<file path="src/rtl/core/vau_pkg.sv">
`timescale 1ns / 1ps

package vau_pkg;

  localparam int FRAC_BITS_DEF = 16;
  localparam int FRAC_MAX      = 24;
  localparam int QW            = FRAC_MAX + 1;

  localparam logic [3:0] OP_ADD    = 4'd0;
  localparam logic [3:0] OP_SUB    = 4'd1;
  localparam logic [3:0] OP_NEG    = 4'd2;
  localparam logic [3:0] OP_SCALE  = 4'd3;
  localparam logic [3:0] OP_CROSS  = 4'd4;
  localparam logic [3:0] OP_DOT    = 4'd5;
  localparam logic [3:0] OP_LENGTH = 4'd6;
  localparam logic [3:0] OP_NORM   = 4'd7;
  localparam logic [3:0] OP_EQUAL  = 4'd8;

  typedef struct packed {
    logic [3:0]         op;
    logic signed [31:0] ax;
    logic signed [31:0] ay;
    logic signed [31:0] az;
    logic signed [31:0] bx;
    logic signed [31:0] by;
    logic signed [31:0] bz;
    logic signed [31:0] scale;
  } cmd_t;

  typedef struct packed {
    logic signed [31:0] rx;
    logic signed [31:0] ry;
    logic signed [31:0] rz;
    logic signed [31:0] scalar_out;
    logic               equal;
    logic               saturated;
    logic               zero_length;
  } res_t;

  typedef struct packed {
    logic [3:0]            op;
    logic [2:0][31:0]      a;
    logic [2:0][31:0]      r;
    logic [31:0]           sc;
    logic                  eq;
    logic                  sat;
    logic                  zl;
    logic [63:0]           sx;
    logic [63:0]           sr;
    logic [31:0]           len;
    logic [2:0][32:0]      rem;
    logic [2:0][QW-1:0]    nlo;
    logic [2:0][QW-1:0]    quo;
    logic [2:0]            neg;
  } pipe_t;

  typedef struct packed {
    logic [31:0] v;
    logic        s;
  } sat_t;

  function automatic sat_t sat32(input logic signed [66:0] v);
    sat_t o;
    if (v > 67'sd2147483647) begin
      o.v = 32'h7fff_ffff;
      o.s = 1'b1;
    end else if (v < -67'sd2147483648) begin
      o.v = 32'h8000_0000;
      o.s = 1'b1;
    end else begin
      o.v = v[31:0];
      o.s = 1'b0;
    end
    return o;
  endfunction

endpackage

</file>
<file path="src/rtl/core/vau_sqrt_cell.sv">
`timescale 1ns / 1ps

module vau_sqrt_cell import vau_pkg::*; #(
  parameter int K = 0
) (
  input  logic  clk,
  input  logic  load,
  input  pipe_t d,
  output pipe_t q
);

  localparam logic [63:0] BIT = 64'd1 << (2 * K);

  logic [63:0] t;
  pipe_t       n;

  always_comb begin
    n = d;
    t = d.sr + BIT;
    if (d.sx >= t) begin
      n.sx = d.sx - t;
      n.sr = (d.sr >> 1) + BIT;
    end else begin
      n.sr = d.sr >> 1;
    end
  end

  always_ff @(posedge clk) begin
    if (load) begin
      q <= n;
    end
  end

endmodule

</file>
<file path="config.mk">
export PLATFORM = sky130hd
export DESIGN_NAME = vau_sqrt_cell
export DESIGN_NICKNAME = d
export VERILOG_FILES = /design/src/rtl/core/vau_pkg.sv /design/src/rtl/core/vau_sqrt_cell.sv
export SDC_FILE = /design/constraint.sdc
export NUM_CORES = 1
export LEC_CHECK = 0
export BUFFER_PORTS_ARGS = -buffer_cell sky130_fd_sc_hd__buf_4
export CORE_AREA = 2 2 498 500
export DETAILED_ROUTE_END_ITERATION = 8
export DIE_AREA = 0 0 500 502
export GPL_ROUTABILITY_DRIVEN = 0
export GPL_TIMING_DRIVEN = 0
export PLACE_DENSITY = 0.3
export SETUP_SLACK_MARGIN = 0.5
export SLEW_MARGIN = 20
export SYNTH_ARGS = -nofsm -noshare
export SYNTH_HDL_FRONTEND = slang
export SYNTH_SLANG_ARGS = --single-unit
export TNS_END_PERCENT = 30
</file>
<file path="constraint.sdc">
create_clock -name clk -period 7 [get_ports clk]
set_input_delay 2.1 -clock clk [delete_from_list [all_inputs] [get_ports clk]]
set_output_delay 2.1 -clock clk [all_outputs]
set_load 0.005 [all_outputs]
</file>
; Word-level counts from Yosys, hierarchy flattened
; Index checks and enable logic that the tools add are counted.
; W data, S select, Z words.
[op_classes]
addsub = 3
order_cmp = 1
mux = 2
[op_table]
columns = cell, count
row1 = $add A63 B1 Y64 const B, 1
row2 = $add A64 B1 Y64 const B, 1
row3 = $ge A64 B64 Y1, 1
row4 = $mux W64, 1
row5 = $sub A64 B64 Y64, 1
row6 = $mux W63, 1
[totals]
regBits = 643
input_bits = 645
output_inout_bits = 643
word_cells = 31

; Depth between registers and ports, before layout
; Gate-level depths: netlist of the first run.
[depth]
word_depth = 3
ltp_mapped = 26
mapped_depth_nobuf = 21

; Least setup slack after synthesis of the first run
; No wires, ideal clock.
[synth_path]
kind = in2reg
from = in d[290] (netlist bit)
to = reg q[317] (netlist bit), data pin
setup_time_ps = 264
arrival_time_ps = 6446
t_required_ps = 6736
path_slack_ps = 290
stages = 23
n_path_buf = 5
path_cell_list = clkbuf_1 > nand2_1 > nor2_1 > and3_1 > and4_1 > clkbuf_1 > and2_1 > nand4_1 > inv_1 > nand2_1 > xor2_1 > ha_1 > clkbuf_1 > nand4_1 > nor4_1 > nand2_1 > o221a_2 > o21ai_1 > or2_1 > buf_2 > buf_2 > nand4_1 > xnor2_1
[synth_lines]
columns = element, line
row1 = "start, declared", vau_sqrt_cell.sv:8  ; input pipe_t d,
row2 = "end signal, assigned", vau_sqrt_cell.sv:30  ; q <= n;
row3 = "end, declared", vau_sqrt_cell.sv:9  ; output pipe_t q

==> impl_results.html, run 1 <==
<table>
<tr><th>Metric</th><th>Value</th></tr>
<tr><th colspan="2">Outcome</th></tr>
<tr><td>Outcome</td><td>finished, final reports clean</td></tr>
<tr><th colspan="2">Critical path</th></tr>
<tr><td>Kind of capture point of the worst setup path</td><td>register</td></tr>
<tr><td>Critical path launch point type</td><td>primary input</td></tr>
<tr><td>Crit path arrival time</td><td>6940 ps</td></tr>
<tr><td>Classification of the worst setup path</td><td>primary input to register</td></tr>
<tr><td>Data required, critical path</td><td>7480 ps</td></tr>
<tr><td>Highest net fanout along the worst path</td><td>10</td></tr>
<tr><th colspan="2">Placement</th></tr>
<tr><td>Detailed Place HPWL</td><td>199000 um</td></tr>
<tr><td>Port bufs</td><td>1273</td></tr>
<tr><td>Placed Area</td><td>40200 sq um</td></tr>
<tr><td>Worst setup slack before clock tree synthesis</td><td>-3200 ps</td></tr>
<tr><th colspan="2">Run</th></tr>
<tr><td>Number of max-cap violations</td><td>0</td></tr>
<tr><th colspan="2">Detailed routing</th></tr>
<tr><td>Post-route antenna net violation count</td><td>0</td></tr>
<tr><td>First-pass detailed-route iteration total</td><td>6</td></tr>
<tr><td>Detailed-route via count</td><td>22.7k</td></tr>
<tr><td>Vias per std cell</td><td>3.49</td></tr>
<tr><td>Total length of routed met2 wires</td><td>114000 um</td></tr>
<tr><td>Top layer reached by signal wires</td><td>met5</td></tr>
<tr><td># DRC</td><td>0</td></tr>
<tr><td>DRT iter0 DRCs</td><td>1675</td></tr>
<tr><td>Total wire length</td><td>232000 um</td></tr>
<tr><td>Met1 WL</td><td>84100 um</td></tr>
<tr><td>Met3 wire length</td><td>26400 um</td></tr>
<tr><td>Routed wirelength normalized by instance count</td><td>35.6 um</td></tr>
<tr><th colspan="2">Floorplan</th></tr>
<tr><td>Full die area</td><td>251000 sq um</td></tr>
<tr><td>Number of standard-cell rows in the floorplan</td><td>182</td></tr>
<tr><td>Placeable core region</td><td>245000 sq um</td></tr>
<tr><td>Die Wd</td><td>500 um</td></tr>
<tr><td>IO Pins</td><td>1288</td></tr>
<tr><td>Chip Height</td><td>502 um</td></tr>
<tr><td>Initial Utilization</td><td>0.107</td></tr>
<tr><th colspan="2">Power</th></tr>
<tr><td>Static leakage power</td><td>17.4 nW</td></tr>
<tr><td>Maximum VDD drop</td><td>186 uV</td></tr>
<tr><td>Power per Cell Area</td><td>264 nW/um^2</td></tr>
<tr><th colspan="2">GRT</th></tr>
<tr><td>Global-route wire length before repair</td><td>280000 um</td></tr>
<tr><td>Initial antenna violation count</td><td>151</td></tr>
<tr><td>GRT Residual Overflow</td><td>0</td></tr>
<tr><td>Pin count of the biggest net entering global routing</td><td>85</td></tr>
<tr><td>Vias in the first global route</td><td>22.6k</td></tr>
<tr><td>Global-route usage over all layers</td><td>0.177</td></tr>
<tr><th colspan="2">Synth</th></tr>
<tr><td>Netlist Area Pre-Place</td><td>26400 sq um</td></tr>
<tr><td>Cells after synthesis</td><td>1766</td></tr>
<tr><td>Share of the synthesized area in the top cell type</td><td>0.732</td></tr>
<tr><td>Share of synthesized area occupied by flip-flops and latches</td><td>0.732</td></tr>
<tr><td>Number of enable flip-flop cells after synthesis</td><td>643</td></tr>
<tr><td>Number of different library cells in the post-synthesis netlist</td><td>57</td></tr>
<tr><td>Mean Syn Cell Area</td><td>14.9 sq um</td></tr>
<tr><td>Synth area leaders</td><td>sky130_fd_sc_hd__edfxtp_1 73%, sky130_fd_sc_hd__ha_1 3.1%, sky130_fd_sc_hd__xnor2_1 3.1%</td></tr>
<tr><td>Commonest register cell after synthesis</td><td>sky130_fd_sc_hd__edfxtp_1</td></tr>
<tr><td>Async set or reset register ratio after synthesis</td><td>0</td></tr>
<tr><td>Cell with the most instances after synthesis</td><td>sky130_fd_sc_hd__edfxtp_1</td></tr>
<tr><td>Synthesized net count</td><td>2478</td></tr>
<tr><td>Synth warnings</td><td>0</td></tr>
<tr><td>Library cell with the largest summed area after synthesis</td><td>sky130_fd_sc_hd__edfxtp_1</td></tr>
<tr><td>Most frequent cells after synthesis</td><td>643 x sky130_fd_sc_hd__edfxtp_1, 134 x sky130_fd_sc_hd__nor2_1, 125 x sky130_fd_sc_hd__nand2_1, 115 x sky130_fd_sc_hd__a21oi_1, 92 x sky130_fd_sc_hd__xnor2_1</td></tr>
<tr><td>Flip-flop and latch count after synthesis</td><td>643</td></tr>
<tr><th colspan="2">Layout</th></tr>
<tr><td>Biggest registers after layout</td><td>q (643)</td></tr>
<tr><td>Number of nets in the finished design</td><td>3897</td></tr>
<tr><td>Max FFs per register</td><td>643</td></tr>
<tr><td>Biggest register</td><td>q</td></tr>
<tr><td>Area taken by flip-flops and latches</td><td>19300 sq um</td></tr>
<tr><td>Filler cell count in the final layout</td><td>26.9k</td></tr>
<tr><td>Area added between synthesis and finish</td><td>70.0%</td></tr>
<tr><td>Multi-input logic area</td><td>7520 sq um</td></tr>
<tr><td>Post-layout instance area</td><td>44800 sq um</td></tr>
<tr><td>Fraction of layout cells with a size suffix above 1</td><td>0.511</td></tr>
<tr><th colspan="2">Timing</th></tr>
<tr><td>Final number of max-transition violations</td><td>0</td></tr>
<tr><td>Fin crit period</td><td>6460 ps</td></tr>
<tr><td>Actual slew at the worst max-slew pin</td><td>1010 ps</td></tr>
<tr><td>Share of the clock period used by the worst path after layout</td><td>0.923</td></tr>
<tr><td>Number of endpoints with negative hold slack in the final report</td><td>0</td></tr>
<tr><td>Final WS setup</td><td>542 ps</td></tr>
<tr><td>Achievable frequency</td><td>155 MHz</td></tr>
<tr><td>Final number of setup-violating endpoints</td><td>0</td></tr>
<tr><td>Max-Slew Margin vs Limit</td><td>0.323</td></tr>
<tr><td>Setup repair after global routing missed its margin</td><td>true</td></tr>
<tr><th colspan="2">Clock tree</th></tr>
<tr><td>Clock Path Buffers</td><td>3</td></tr>
<tr><td>Clock root buffer master</td><td>sky130_fd_sc_hd__clkbuf_16</td></tr>
<tr><td>Hold Buf Count CTS</td><td>0</td></tr>
<tr><td>Clock tree sinks</td><td>643</td></tr>
<tr><td>Clock transition at the registers of the reported paths</td><td>60 ps</td></tr>
<tr><td>Number of levels the H-tree was split into</td><td>3</td></tr>
<tr><td>Number of buffers added by the clock tree synthesis step</td><td>95</td></tr>
<tr><td>CTS tree</td><td>done</td></tr>
<tr><th colspan="2">Min path</th></tr>
<tr><td>Worst hold path startpoint</td><td>d[56]</td></tr>
<tr><td>Path category of the worst min-delay check</td><td>primary input to register</td></tr>
<tr><td>End of the worst hold path</td><td>q[56]$_DFFE_PP_</td></tr>
<tr><td>Hold Path Stages</td><td>1</td></tr>
</table>
## metrics by stage
| step | power (mW) | TNS, ps | utilization | instances | hold slack, ps |
|---|---|---|---|---|---|
| global placement | 6.96 | -2255420 | 0.163 | 6259 | 2280 |
| finish | 11.8 | 0 | 0.183 | 6509 | 1510 |
| CTS | 12.1 | 0 | 0.181 | 6475 | 1400 |
| global route | 12.3 | 0 | 0.183 | 6492 | 1440 |
| detailed placement | 6.91 | -363690 | 0.164 | 6267 | 2280 |
| floorplan | 5.28 | 0 | - | 1766 | 2200 |
## report_power, final
group / internal (mW) / leakage (nW) / switching [mW]
Sequential: 4.63 / 6.29 / 0.127
Clock: 2.80 / 1.51 / 2.18
Combinational: 0.890 / 9.62 / 1.21
## cell usage in the layout (no fill, tap or decap), types with 9 or more instances in the layout
master                      count
sky130_fd_sc_hd__edfxtp_1     643
sky130_fd_sc_hd__clkbuf_4      11
sky130_fd_sc_hd__xnor2_2        9
sky130_fd_sc_hd__clkbuf_2      21
sky130_fd_sc_hd__diode_2       24
sky130_fd_sc_hd__clkinv_2      20
sky130_fd_sc_hd__a21o_1        46
sky130_fd_sc_hd__nand2_1      116
sky130_fd_sc_hd__clkbuf_16     95
sky130_fd_sc_hd__clkinv_1      25
sky130_fd_sc_hd__nor3_1        22
sky130_fd_sc_hd__xor2_2        15
sky130_fd_sc_hd__ha_1          62
sky130_fd_sc_hd__buf_12        10
sky130_fd_sc_hd__buf_6         10
sky130_fd_sc_hd__inv_1         20
sky130_fd_sc_hd__nor2_1       115
sky130_fd_sc_hd__nand4_1       62
sky130_fd_sc_hd__a31oi_1       11
sky130_fd_sc_hd__xnor2_1       82
sky130_fd_sc_hd__a21oi_1      106
sky130_fd_sc_hd__o21ai_0       44
sky130_fd_sc_hd__buf_4       1309
sky130_fd_sc_hd__clkbuf_1      22
sky130_fd_sc_hd__a21oi_2        9
sky130_fd_sc_hd__o21bai_1      10
sky130_fd_sc_hd__o21ai_1       10
sky130_fd_sc_hd__nor2_2        11
sky130_fd_sc_hd__xor2_1        70
sky130_fd_sc_hd__nand3_1       47
sky130_fd_sc_hd__and3_1        16
## worst max-delay path by stage
stage | end | slack (ps) | startpoint | cells past startpoint
3_3_place_gp | q[384]$_DFFE_PP_ | -3360 | d[301] | 17
3_5_place_dp | q[384]$_DFFE_PP_ | -3200 | d[290] | 23
5_1_grt | q[344]$_DFFE_PP_ | 480 | d[323] | 23
4_1_cts | q[391]$_DFFE_PP_ | 460 | d[286] | 21
2_1_floorplan | q[391]$_DFFE_PP_ | 550 | d[290] | 22
6_report | q[344]$_DFFE_PP_ | 540 | d[300] | 25
## cell type report
class	count	share of cell area
Antenna cell	24	0.00134
Buffer	67	0.0114
Clock buffer	105	0.0539
Clock inverter	72	0.0158
Inverter	22	0.00184
Multi-Input combinational cell	1034	0.168
Sequential cell	643	0.431
Tap cell	3220	0.0899
Timing Repair Buffer	1322	0.227
## cells by family (layout without fill, tap and decap cells)
family                   Yosys count  in the layout  share of synthesized area
AND/OR/NAND/NOR                  493            493                     0.0891
XOR/XNOR                         182            182                     0.0605
flip-flops                       643            643                      0.732
multiplexers                       2              2                    0.00114
buffers and inverters             89           1588                     0.0153
AO/OA/AOI/OAI                    290            290                     0.0693
adder cells (fa/ha/maj)           67             67                     0.0321
other                              0             24                          0
## worst max-delay path: stages
cell and delay, ps:
sky130_fd_sc_hd__clkbuf_4 190, sky130_fd_sc_hd__nand4_1 100, sky130_fd_sc_hd__buf_4 170, sky130_fd_sc_hd__nor2_4 170, sky130_fd_sc_hd__nand3_1 150, sky130_fd_sc_hd__or3_1 320
sky130_fd_sc_hd__buf_4 190, sky130_fd_sc_hd__inv_1 80, sky130_fd_sc_hd__nand2_2 150, sky130_fd_sc_hd__or3_4 420, sky130_fd_sc_hd__nor2_2 140, sky130_fd_sc_hd__xnor2_2 130
sky130_fd_sc_hd__ha_1 340, sky130_fd_sc_hd__and3_2 270, sky130_fd_sc_hd__and3_4 230, sky130_fd_sc_hd__nand3_2 110, sky130_fd_sc_hd__inv_2 90, sky130_fd_sc_hd__nand2_2 60
sky130_fd_sc_hd__o221a_2 310, sky130_fd_sc_hd__o21ai_4 160, sky130_fd_sc_hd__or2_4 210, sky130_fd_sc_hd__buf_12 140, sky130_fd_sc_hd__buf_12 160, sky130_fd_sc_hd__nand4_1 220
sky130_fd_sc_hd__xnor2_2 250
## timing repair
item / in CTS / in global routing
buffers inserted: 31 / 10
gates resized for setup: 175 / 99
pin swaps: 26 / 23
setup endpoints to repair: 128 / 125
## routing by layer
metal / GRT usage / up-vias
met5: 0 / -
met4: 0.0447 / 58
met3: 0.0903 / 376
met2: 0.307 / 1192
met1: 0.189 / 11500
li1: - / 9580
Note: power is estimated with default switching activity, not from simulation.
==> run 2, diff against run 1 <==
--- a/config.mk
+++ b/config.mk
@@ -5,7 +5,7 @@
 export SDC_FILE = /design/constraint.sdc
 export NUM_CORES = 1
 export LEC_CHECK = 0
-export BUFFER_PORTS_ARGS = -buffer_cell sky130_fd_sc_hd__buf_4
+export BUFFER_PORTS_ARGS = -buffer_cell sky130_fd_sc_hd__buf_2
 export CORE_AREA = 2 2 498 500
 export DETAILED_ROUTE_END_ITERATION = 8
 export DIE_AREA = 0 0 500 502
==> constraint.sdc (replaced) <==
create_clock -name clk -period 7 [get_ports clk]
set_input_delay 2.1 -clock clk [delete_from_list [all_inputs] [get_ports clk]]
set_output_delay 2.1 -clock clk [all_outputs]
set_load 0.1 [all_outputs]
==> impl_results.html, run 2 (synthesis results as in run 1) <==
<table>
<tr><th>Metric</th><th>Value</th></tr>
<tr><th colspan="2">Outcome</th></tr>
<tr><td>Outcome</td><td>finished, final reports clean</td></tr>
<tr><th colspan="2">Layout</th></tr>
<tr><td>Layout Utilization</td><td>0.170 (-0.0126)</td></tr>
<tr><td>Biggest registers after layout</td><td>q (643)</td></tr>
<tr><td>Leading cell type in the layout, fill and taps excluded</td><td>sky130_fd_sc_hd__buf_2</td></tr>
<tr><td>Area taken by flip-flops and latches</td><td>19300 sq um (unchanged)</td></tr>
<tr><td>Most frequent cells in the layout</td><td>1267 x sky130_fd_sc_hd__buf_2, 643 x sky130_fd_sc_hd__edfxtp_1, 118 x sky130_fd_sc_hd__nor2_1</td></tr>
<tr><td>Number of nets in the finished design</td><td>3901 (+0.10%)</td></tr>
<tr><td>Biggest register</td><td>q</td></tr>
<tr><td>Area added between synthesis and finish</td><td>58.3%</td></tr>
<tr><td>Fraction of layout cells with a size suffix above 1</td><td>0.507 (-0.00460)</td></tr>
<tr><td>Multi-input logic area</td><td>7500 sq um (-0.35%)</td></tr>
<tr><td>Number of non-filler instances in the completed layout</td><td>6534 (+0.38%)</td></tr>
<tr><td>Post-layout instance area</td><td>41700 sq um (-6.9%)</td></tr>
<tr><td>Max FFs per register</td><td>643 (unchanged)</td></tr>
<tr><td>Filler cell count in the final layout</td><td>27.2k (+1.1%)</td></tr>
<tr><th colspan="2">Min path</th></tr>
<tr><td>End of the worst hold path</td><td>q[593]$_DFFE_PP_</td></tr>
<tr><td>Path category of the worst min-delay check</td><td>primary input to register</td></tr>
<tr><td>Worst hold path startpoint</td><td>d[593]</td></tr>
<tr><td>Hold Path Stages</td><td>1 (unchanged)</td></tr>
<tr><th colspan="2">Detailed routing</th></tr>
<tr><td>First-pass detailed-route iteration total</td><td>5 (-1)</td></tr>
<tr><td>DRT iter0 DRCs</td><td>1890 (+13%)</td></tr>
<tr><td>Detailed-route via count</td><td>22.8k (+0.30%)</td></tr>
<tr><td>Total wire length</td><td>231000 um (-0.60%)</td></tr>
<tr><td>Vias per std cell</td><td>3.49 (about the same)</td></tr>
<tr><td># DRC</td><td>0 (unchanged)</td></tr>
<tr><td>Post-route antenna net violation count</td><td>0 (unchanged)</td></tr>
<tr><td>Routed wirelength normalized by instance count</td><td>35.3 um (-0.98%)</td></tr>
<tr><th colspan="2">Critical path</th></tr>
<tr><td>Critical path launch point type</td><td>primary input</td></tr>
<tr><td>Crit path arrival time</td><td>6950 ps (about the same)</td></tr>
<tr><td>Data required, critical path</td><td>7470 ps (about the same)</td></tr>
<tr><td>Classification of the worst setup path</td><td>primary input to register</td></tr>
<tr><td>Kind of capture point of the worst setup path</td><td>register</td></tr>
<tr><td>Highest net fanout along the worst path</td><td>9 (-1)</td></tr>
<tr><th colspan="2">Clock tree</th></tr>
<tr><td>Clock tree sinks</td><td>643 (unchanged)</td></tr>
<tr><td>Clock Path Buffers</td><td>3 (unchanged)</td></tr>
<tr><td>Clock transition at the registers of the reported paths</td><td>60 ps (about the same)</td></tr>
<tr><td>Clock root buffer master</td><td>sky130_fd_sc_hd__clkbuf_16</td></tr>
<tr><td>Number of buffers added by the clock tree synthesis step</td><td>94 (-1.1%)</td></tr>
<tr><td>Hold Buf Count CTS</td><td>0 (unchanged)</td></tr>
<tr><td>CTS tree</td><td>done</td></tr>
<tr><td>Number of levels the H-tree was split into</td><td>3 (unchanged)</td></tr>
<tr><th colspan="2">Timing</th></tr>
<tr><td>Final WS setup</td><td>516 ps (-25.9 ps)</td></tr>
<tr><td>Actual slew at the worst max-slew pin</td><td>1020 ps (+10.4 ps)</td></tr>
<tr><td>Setup repair after global routing missed its margin</td><td>true</td></tr>
<tr><td>Final number of setup-violating endpoints</td><td>0 (unchanged)</td></tr>
<tr><td>Share of the clock period used by the worst path after layout</td><td>0.926 (+0.00369)</td></tr>
<tr><td>Fin crit period</td><td>6480 ps (+25.9 ps)</td></tr>
<tr><td>Final number of max-transition violations</td><td>0 (unchanged)</td></tr>
<tr><td>Max-Slew Margin vs Limit</td><td>0.313 (-0.00937)</td></tr>
<tr><td>Achievable frequency</td><td>154 MHz (-0.40%)</td></tr>
<tr><td>Number of endpoints with negative hold slack in the final report</td><td>0 (unchanged)</td></tr>
<tr><th colspan="2">GRT</th></tr>
<tr><td>GRT Residual Overflow</td><td>0 (unchanged)</td></tr>
<tr><td>Pin count of the biggest net entering global routing</td><td>92 (+8.2%)</td></tr>
<tr><td>Global-route usage over all layers</td><td>0.176 (-0.00107)</td></tr>
<tr><td>Initial antenna violation count</td><td>233 (+54%)</td></tr>
<tr><td>Global-route wire length before repair</td><td>278000 um (-0.73%)</td></tr>
<tr><td>Vias in the first global route</td><td>22.3k (-1.2%)</td></tr>
<tr><th colspan="2">Placement</th></tr>
<tr><td>Detailed Place HPWL</td><td>198000 um (-0.37%)</td></tr>
<tr><td>Port bufs</td><td>1273 (unchanged)</td></tr>
<tr><td>Placed Area</td><td>37000 sq um (-7.9%)</td></tr>
<tr><td>Placed instance count</td><td>6268 (+0.016%)</td></tr>
<tr><td>Worst setup slack before clock tree synthesis</td><td>-3310 ps (-112 ps)</td></tr>
<tr><th colspan="2">Floorplan</th></tr>
<tr><td>Number of standard-cell rows in the floorplan</td><td>182 (unchanged)</td></tr>
<tr><td>Full die area</td><td>251000 sq um (unchanged)</td></tr>
<tr><td>Placeable core region</td><td>245000 sq um (unchanged)</td></tr>
<tr><td>Initial Utilization</td><td>0.107 (unchanged)</td></tr>
<tr><td>Chip Height</td><td>502 um (unchanged)</td></tr>
<tr><td>Die Wd</td><td>500 um (unchanged)</td></tr>
<tr><td>IO Pins</td><td>1288 (unchanged)</td></tr>
<tr><th colspan="2">Power</th></tr>
<tr><td>Static leakage power</td><td>16.3 nW (-6.2%)</td></tr>
<tr><td>Switch Pwr</td><td>5.74 mW (+63%)</td></tr>
<tr><td>Switching share of power</td><td>0.413 (+0.116)</td></tr>
<tr><td>Power per Cell Area</td><td>333 nW/um^2 (+26%)</td></tr>
<tr><td>Maximum VDD drop</td><td>171 uV (-7.9%)</td></tr>
<tr><td>Gate power share</td><td>0.299 (+0.121)</td></tr>
<tr><td>Cell Int Power</td><td>8.15 mW (-2.1%)</td></tr>
<tr><td>Clock share of power</td><td>0.360 (-0.061)</td></tr>
<tr><td>Part of the power in registers</td><td>0.341 (-0.060)</td></tr>
<tr><th colspan="2">Run</th></tr>
<tr><td>Number of max-cap violations</td><td>0 (unchanged)</td></tr>
</table>
[run 2: cell types whose count changed in the layout (fill, tap and decap cells not counted), sizes merged]
| cell | previous run | this run |
|---|---|---|
| diode | 24 | 47 |
| clkinv | 55 | 40 |
| clkbuf | 151 | 160 |
| buf | 1343 | 1349 |
| clkinvlp | 7 | 3 |
| bufinv | 8 | 11 |
| inv | 24 | 27 |
[run 2: repair_timing]
| item | in CTS | in global routing |
|---|---|---|
| pin swaps | 26 | 32 |
| setup buffers | 25 | 19 |
| cloned | 1 | 0 |
| endpoints found under the setup margin | 128 | 128 |
| resized for setup | 177 | 99 |
[run 2: critical path, stage by stage]
cell,delay (ps)
sky130_fd_sc_hd__clkbuf_4,160
sky130_fd_sc_hd__ha_1,180
sky130_fd_sc_hd__buf_4,170
sky130_fd_sc_hd__and3_1,180
sky130_fd_sc_hd__and3_2,250
sky130_fd_sc_hd__nand2_2,160
sky130_fd_sc_hd__nor4_1,90
sky130_fd_sc_hd__xnor2_1,810
sky130_fd_sc_hd__ha_1,450
sky130_fd_sc_hd__a21oi_1,210
sky130_fd_sc_hd__o21ai_0,220
sky130_fd_sc_hd__nor3_2,300
sky130_fd_sc_hd__o2111ai_2,230
sky130_fd_sc_hd__nand3_1,230
sky130_fd_sc_hd__a21oi_2,120
sky130_fd_sc_hd__o2111ai_4,300
sky130_fd_sc_hd__a211oi_2,150
sky130_fd_sc_hd__or3_1,330
sky130_fd_sc_hd__a31o_2,300
[run 2: stage by stage]
step	hold WS, ps	total power [mW]	setup TNS, ps
2_1_floorplan	2200	7.61	0
3_3_place_gp	2280	9.02	-5724210
3_5_place_dp	2280	8.92	-373190
4_1_cts	1430	14.2	0
5_1_grt	1480	14.4	0
6_report	1530	13.9	0
[run 2: worst max-delay path by stage]
stage,from,endpoint,slack [ps],cells after the start
after floorplan,d[290],q[391]$_DFFE_PP_,550,22
after detailed placement,d[290],q[404]$_DFFE_PP_,-3310,23
final,d[286],q[406]$_DFFE_PP_,520,19
after global placement,load,q[617]$_DFFE_PP_,-8570,1
after CTS,d[300],q[406]$_DFFE_PP_,430,20
after global routing,d[302],q[295]$_DFFE_PP_,420,22
[run 2: area by class of cell]
class	count	area share
Sequential cell	643	0.463
Multi-Input combinational cell	1034	0.180
Timing Repair Buffer	1327	0.169
Tap cell	3220	0.0965
Clock buffer	115	0.0582
Clock inverter	59	0.0165
Buffer	67	0.0126
Antenna cell	47	0.00282
Inverter	22	0.00204
[run 2: power groups by stage]
stage / logic [mW] / clock network, mW / registers [mW]
after floorplan: 0.448 / 0 / 7.16
after global placement: 4.11 / 0 / 4.91
after detailed placement: 4.11 / 0 / 4.80
after CTS: 4.20 / 5.23 / 4.74
after global routing: 4.28 / 5.33 / 4.77
final: 4.15 / 5.01 / 4.74
[run 2: layer usage]
metal	track usage	share of wire	routed length (um)	vias up
li1	-	-	-	9633
met1	0.189	0.36	82500	11300
met2	0.301	0.48	111000	1350
met3	0.0879	0.12	27800	459
met4	0.0539	0.036	8300	102
met5	0	0.0029	664	-
==> run 3, diff against run 2 <==
--- a/config.mk
+++ b/config.mk
@@ -6,9 +6,9 @@
 export NUM_CORES = 1
 export LEC_CHECK = 0
 export BUFFER_PORTS_ARGS = -buffer_cell sky130_fd_sc_hd__buf_2
-export CORE_AREA = 2 2 498 500
+export CORE_AREA = 2 2 499 501
 export DETAILED_ROUTE_END_ITERATION = 8
-export DIE_AREA = 0 0 500 502
+export DIE_AREA = 0 0 501 503
 export GPL_ROUTABILITY_DRIVEN = 0
 export GPL_TIMING_DRIVEN = 0
 export PLACE_DENSITY = 0.3
==> constraint.sdc (replaced) <==
create_clock -name clk -period 7.8 [get_ports clk]
set_input_delay 2.34 -clock clk [delete_from_list [all_inputs] [get_ports clk]]
set_output_delay 2.34 -clock clk [all_outputs]
set_load 0.1 [all_outputs]
==> impl_results.html, run 3 (synthesis results as in run 1) <==
<table>
<tr><th>Metric</th><th>Value</th></tr>
<tr><th colspan="2">Clock tree</th></tr>
<tr><td>CTS tree</td><td>done</td></tr>
<tr><td>Clock transition at the registers of the reported paths</td><td>60 ps (about the same)</td></tr>
<tr><td>Clock tree sinks</td><td>643 (unchanged)</td></tr>
<tr><td>Clock root buffer master</td><td>sky130_fd_sc_hd__clkbuf_16</td></tr>
<tr><td>Number of levels the H-tree was split into</td><td>3 (unchanged)</td></tr>
<tr><td>Clock Path Buffers</td><td>3 (unchanged)</td></tr>
<tr><td>Hold Buf Count CTS</td><td>0 (unchanged)</td></tr>
<tr><td>Number of buffers added by the clock tree synthesis step</td><td>92 (-2.1%)</td></tr>
<tr><th colspan="2">Timing</th></tr>
<tr><td>Setup total negative slack</td><td>0 ps (unchanged)</td></tr>
<tr><td>Final WS setup</td><td>602 ps (+85.1 ps)</td></tr>
<tr><td>Actual slew at the worst max-slew pin</td><td>962 ps (-60.6 ps)</td></tr>
<tr><td>Setup repair after global routing missed its margin</td><td>true</td></tr>
<tr><td>Share of the clock period used by the worst path after layout</td><td>0.923</td></tr>
<tr><td>Achievable frequency</td><td>139 MHz</td></tr>
<tr><td>Max-Slew Margin vs Limit</td><td>0.356 (+0.0429)</td></tr>
<tr><td>Final number of setup-violating endpoints</td><td>0 (unchanged)</td></tr>
<tr><td>Final number of max-transition violations</td><td>0 (unchanged)</td></tr>
<tr><td>Fin crit period</td><td>7200 ps</td></tr>
<tr><td>Number of endpoints with negative hold slack in the final report</td><td>0 (unchanged)</td></tr>
<tr><th colspan="2">Placement</th></tr>
<tr><td>Worst setup slack before clock tree synthesis</td><td>-3550 ps (-234 ps)</td></tr>
<tr><td>Detailed Place HPWL</td><td>201000 um (+1.6%)</td></tr>
<tr><td>Port bufs</td><td>1273 (unchanged)</td></tr>
<tr><th colspan="2">Layout</th></tr>
<tr><td>Max FFs per register</td><td>643 (unchanged)</td></tr>
<tr><td>Layout Utilization</td><td>0.166 (-0.00404)</td></tr>
<tr><td>Number of nets in the finished design</td><td>3874 (-0.69%)</td></tr>
<tr><td>Filler cell count in the final layout</td><td>27.6k (+1.2%)</td></tr>
<tr><td>Fraction of layout cells with a size suffix above 1</td><td>0.481 (-0.0253)</td></tr>
<tr><td>Area taken by flip-flops and latches</td><td>19300 sq um (unchanged)</td></tr>
<tr><td>Biggest register</td><td>q</td></tr>
<tr><td>Most frequent cells in the layout</td><td>1275 x sky130_fd_sc_hd__buf_2, 643 x sky130_fd_sc_hd__edfxtp_1, 125 x sky130_fd_sc_hd__nor2_1</td></tr>
<tr><td>Leading cell type in the layout, fill and taps excluded</td><td>sky130_fd_sc_hd__buf_2</td></tr>
<tr><td>Biggest registers after layout</td><td>q (643)</td></tr>
<tr><td>Multi-input logic area</td><td>7060 sq um (-5.8%)</td></tr>
<tr><td>Area added between synthesis and finish</td><td>55.7%</td></tr>
<tr><th colspan="2">GRT</th></tr>
<tr><td>Pin count of the biggest net entering global routing</td><td>83 (-9.8%)</td></tr>
<tr><td>Global-route usage over all layers</td><td>0.176 (+0.000401)</td></tr>
<tr><td>Vias in the first global route</td><td>22.3k (-0.19%)</td></tr>
<tr><td>Initial antenna violation count</td><td>251 (+7.7%)</td></tr>
<tr><td>GRT Residual Overflow</td><td>0 (unchanged)</td></tr>
<tr><td>Global-route wire length before repair</td><td>278000 um (+0.15%)</td></tr>
<tr><th colspan="2">Run</th></tr>
<tr><td>Number of max-cap violations</td><td>0 (unchanged)</td></tr>
<tr><th colspan="2">Power</th></tr>
<tr><td>Maximum VDD drop</td><td>168 uV (-2.0%)</td></tr>
<tr><td>Static leakage power</td><td>16.1 nW (-1.7%)</td></tr>
<tr><td>Power per Cell Area</td><td>304 nW/um^2 (-8.6%)</td></tr>
<tr><th colspan="2">Floorplan</th></tr>
<tr><td>Number of standard-cell rows in the floorplan</td><td>183 (+0.55%)</td></tr>
<tr><td>Die Wd</td><td>501 um (+0.20%)</td></tr>
<tr><td>Initial Utilization</td><td>0.107 (-0.000785)</td></tr>
<tr><td>Chip Height</td><td>503 um (+0.20%)</td></tr>
<tr><td>Placeable core region</td><td>247000 sq um (+0.74%)</td></tr>
<tr><td>IO Pins</td><td>1288 (unchanged)</td></tr>
<tr><td>Full die area</td><td>252000 sq um (+0.40%)</td></tr>
<tr><th colspan="2">Detailed routing</th></tr>
<tr><td>DRT iter0 DRCs</td><td>2091 (+11%)</td></tr>
<tr><td>Vias per std cell</td><td>3.51 (+0.52%)</td></tr>
<tr><td>First-pass detailed-route iteration total</td><td>7 (+2)</td></tr>
<tr><td>Routed wirelength normalized by instance count</td><td>35.6 um (+0.76%)</td></tr>
<tr><td># DRC</td><td>0 (unchanged)</td></tr>
<tr><td>Total wire length</td><td>233000 um (+0.96%)</td></tr>
<tr><td>Detailed-route via count</td><td>23.0k (+0.72%)</td></tr>
<tr><td>Post-route antenna net violation count</td><td>0 (unchanged)</td></tr>
<tr><th colspan="2">Critical path</th></tr>
<tr><td>Crit path arrival time</td><td>7660 ps (+710 ps)</td></tr>
<tr><td>Highest net fanout along the worst path</td><td>10 (+1)</td></tr>
<tr><td>Critical path launch point type</td><td>primary input</td></tr>
<tr><td>Kind of capture point of the worst setup path</td><td>register</td></tr>
<tr><td>Classification of the worst setup path</td><td>primary input to register</td></tr>
<tr><td>List of cells traversed by the critical path</td><td>clkbuf_2 -&gt; nand2_1 -&gt; nor2_1 -&gt; and3_1 -&gt; and3_2 -&gt; and3_2 -&gt; nand2_1 -&gt; or2_2 -&gt; nor2_1 -&gt; xnor2_1 -&gt; ha_2 -&gt; and3_2 -&gt; and3_1 -&gt; nand3_2 -&gt; inv_2 -&gt; nand2_1 -&gt; o221a_2 -&gt; o21ai_4 -&gt; or2_1 -&gt; buf_6 -&gt; buf_6 -&gt; nand4_1 -&gt; xnor2_1</td></tr>
<tr><td>Critical path buffers and inverters</td><td>4 (+2)</td></tr>
<tr><td>Data required, critical path</td><td>8260 ps (+790 ps)</td></tr>
<tr><td>CP max stage cell</td><td>sky130_fd_sc_hd__or2_2</td></tr>
<tr><td>Largest stage delay on the critical path</td><td>440 ps (-370 ps)</td></tr>
<tr><td>Critical path's top delay family</td><td>simple AND/OR/NAND/NOR gates</td></tr>
<tr><th colspan="2">Outcome</th></tr>
<tr><td>Outcome</td><td>finished, final reports clean</td></tr>
<tr><th colspan="2">Min path</th></tr>
<tr><td>Path category of the worst min-delay check</td><td>primary input to register</td></tr>
</table>
-- run 3: path summary, 6_finish.rpt --
path | endpoint | startpoint | depth (start not counted)
max | q[328]$_DFFE_PP_ | d[292] | 23
min | q[42]$_DFFE_PP_ | d[42] | 1
-- run 3: metal layers --
| layer | GRT usage | part of all wire | vias up |
|---|---|---|---|
| li1 | - | - | 9620 |
| met2 | 0.308 | 0.50 | 1373 |
| met4 | 0.0544 | 0.034 | 108 |
| met3 | 0.0918 | 0.13 | 485 |
| met1 | 0.181 | 0.34 | 11400 |
| met5 | 0 | 0.0030 | - |
-- run 3: stage by stage --
stage          area, sq um  std cells  power [mW]  hold WS (ps)
3_5_place_dp         37100       6285        8.00          2520
3_3_place_gp         36800       6276        8.09          2520
5_1_grt              41000       6509        12.9          1720
2_1_floorplan        26400       1766        6.83          2440
6_report             41000       6547        12.5          1770
4_1_cts              40600       6465        12.8          1670
-- run 3: cell type report --
class / count / share of cell area
clock inverter: 69 / 0.0197
multi-input combinational: 1034 / 0.172
sequential: 643 / 0.470
antenna: 71 / 0.00433
tap: 3237 / 0.0987
inverter: 22 / 0.00201
clock buffer: 102 / 0.0575
buffer: 67 / 0.00979
timing repair buffer: 1302 / 0.166
-- run 3: power breakdown --
group	switching (mW)	internal, mW
clock network	1.93	2.64
logic	3.14	0.531
registers	0.101	4.15
-- run 3: what timing repair did --
action / in CTS / in global routing
setup endpoints to repair: 128 / 109
pin swaps: 8 / 9
gates resized for setup: 83 / 46
setup buffers: 9 / 11
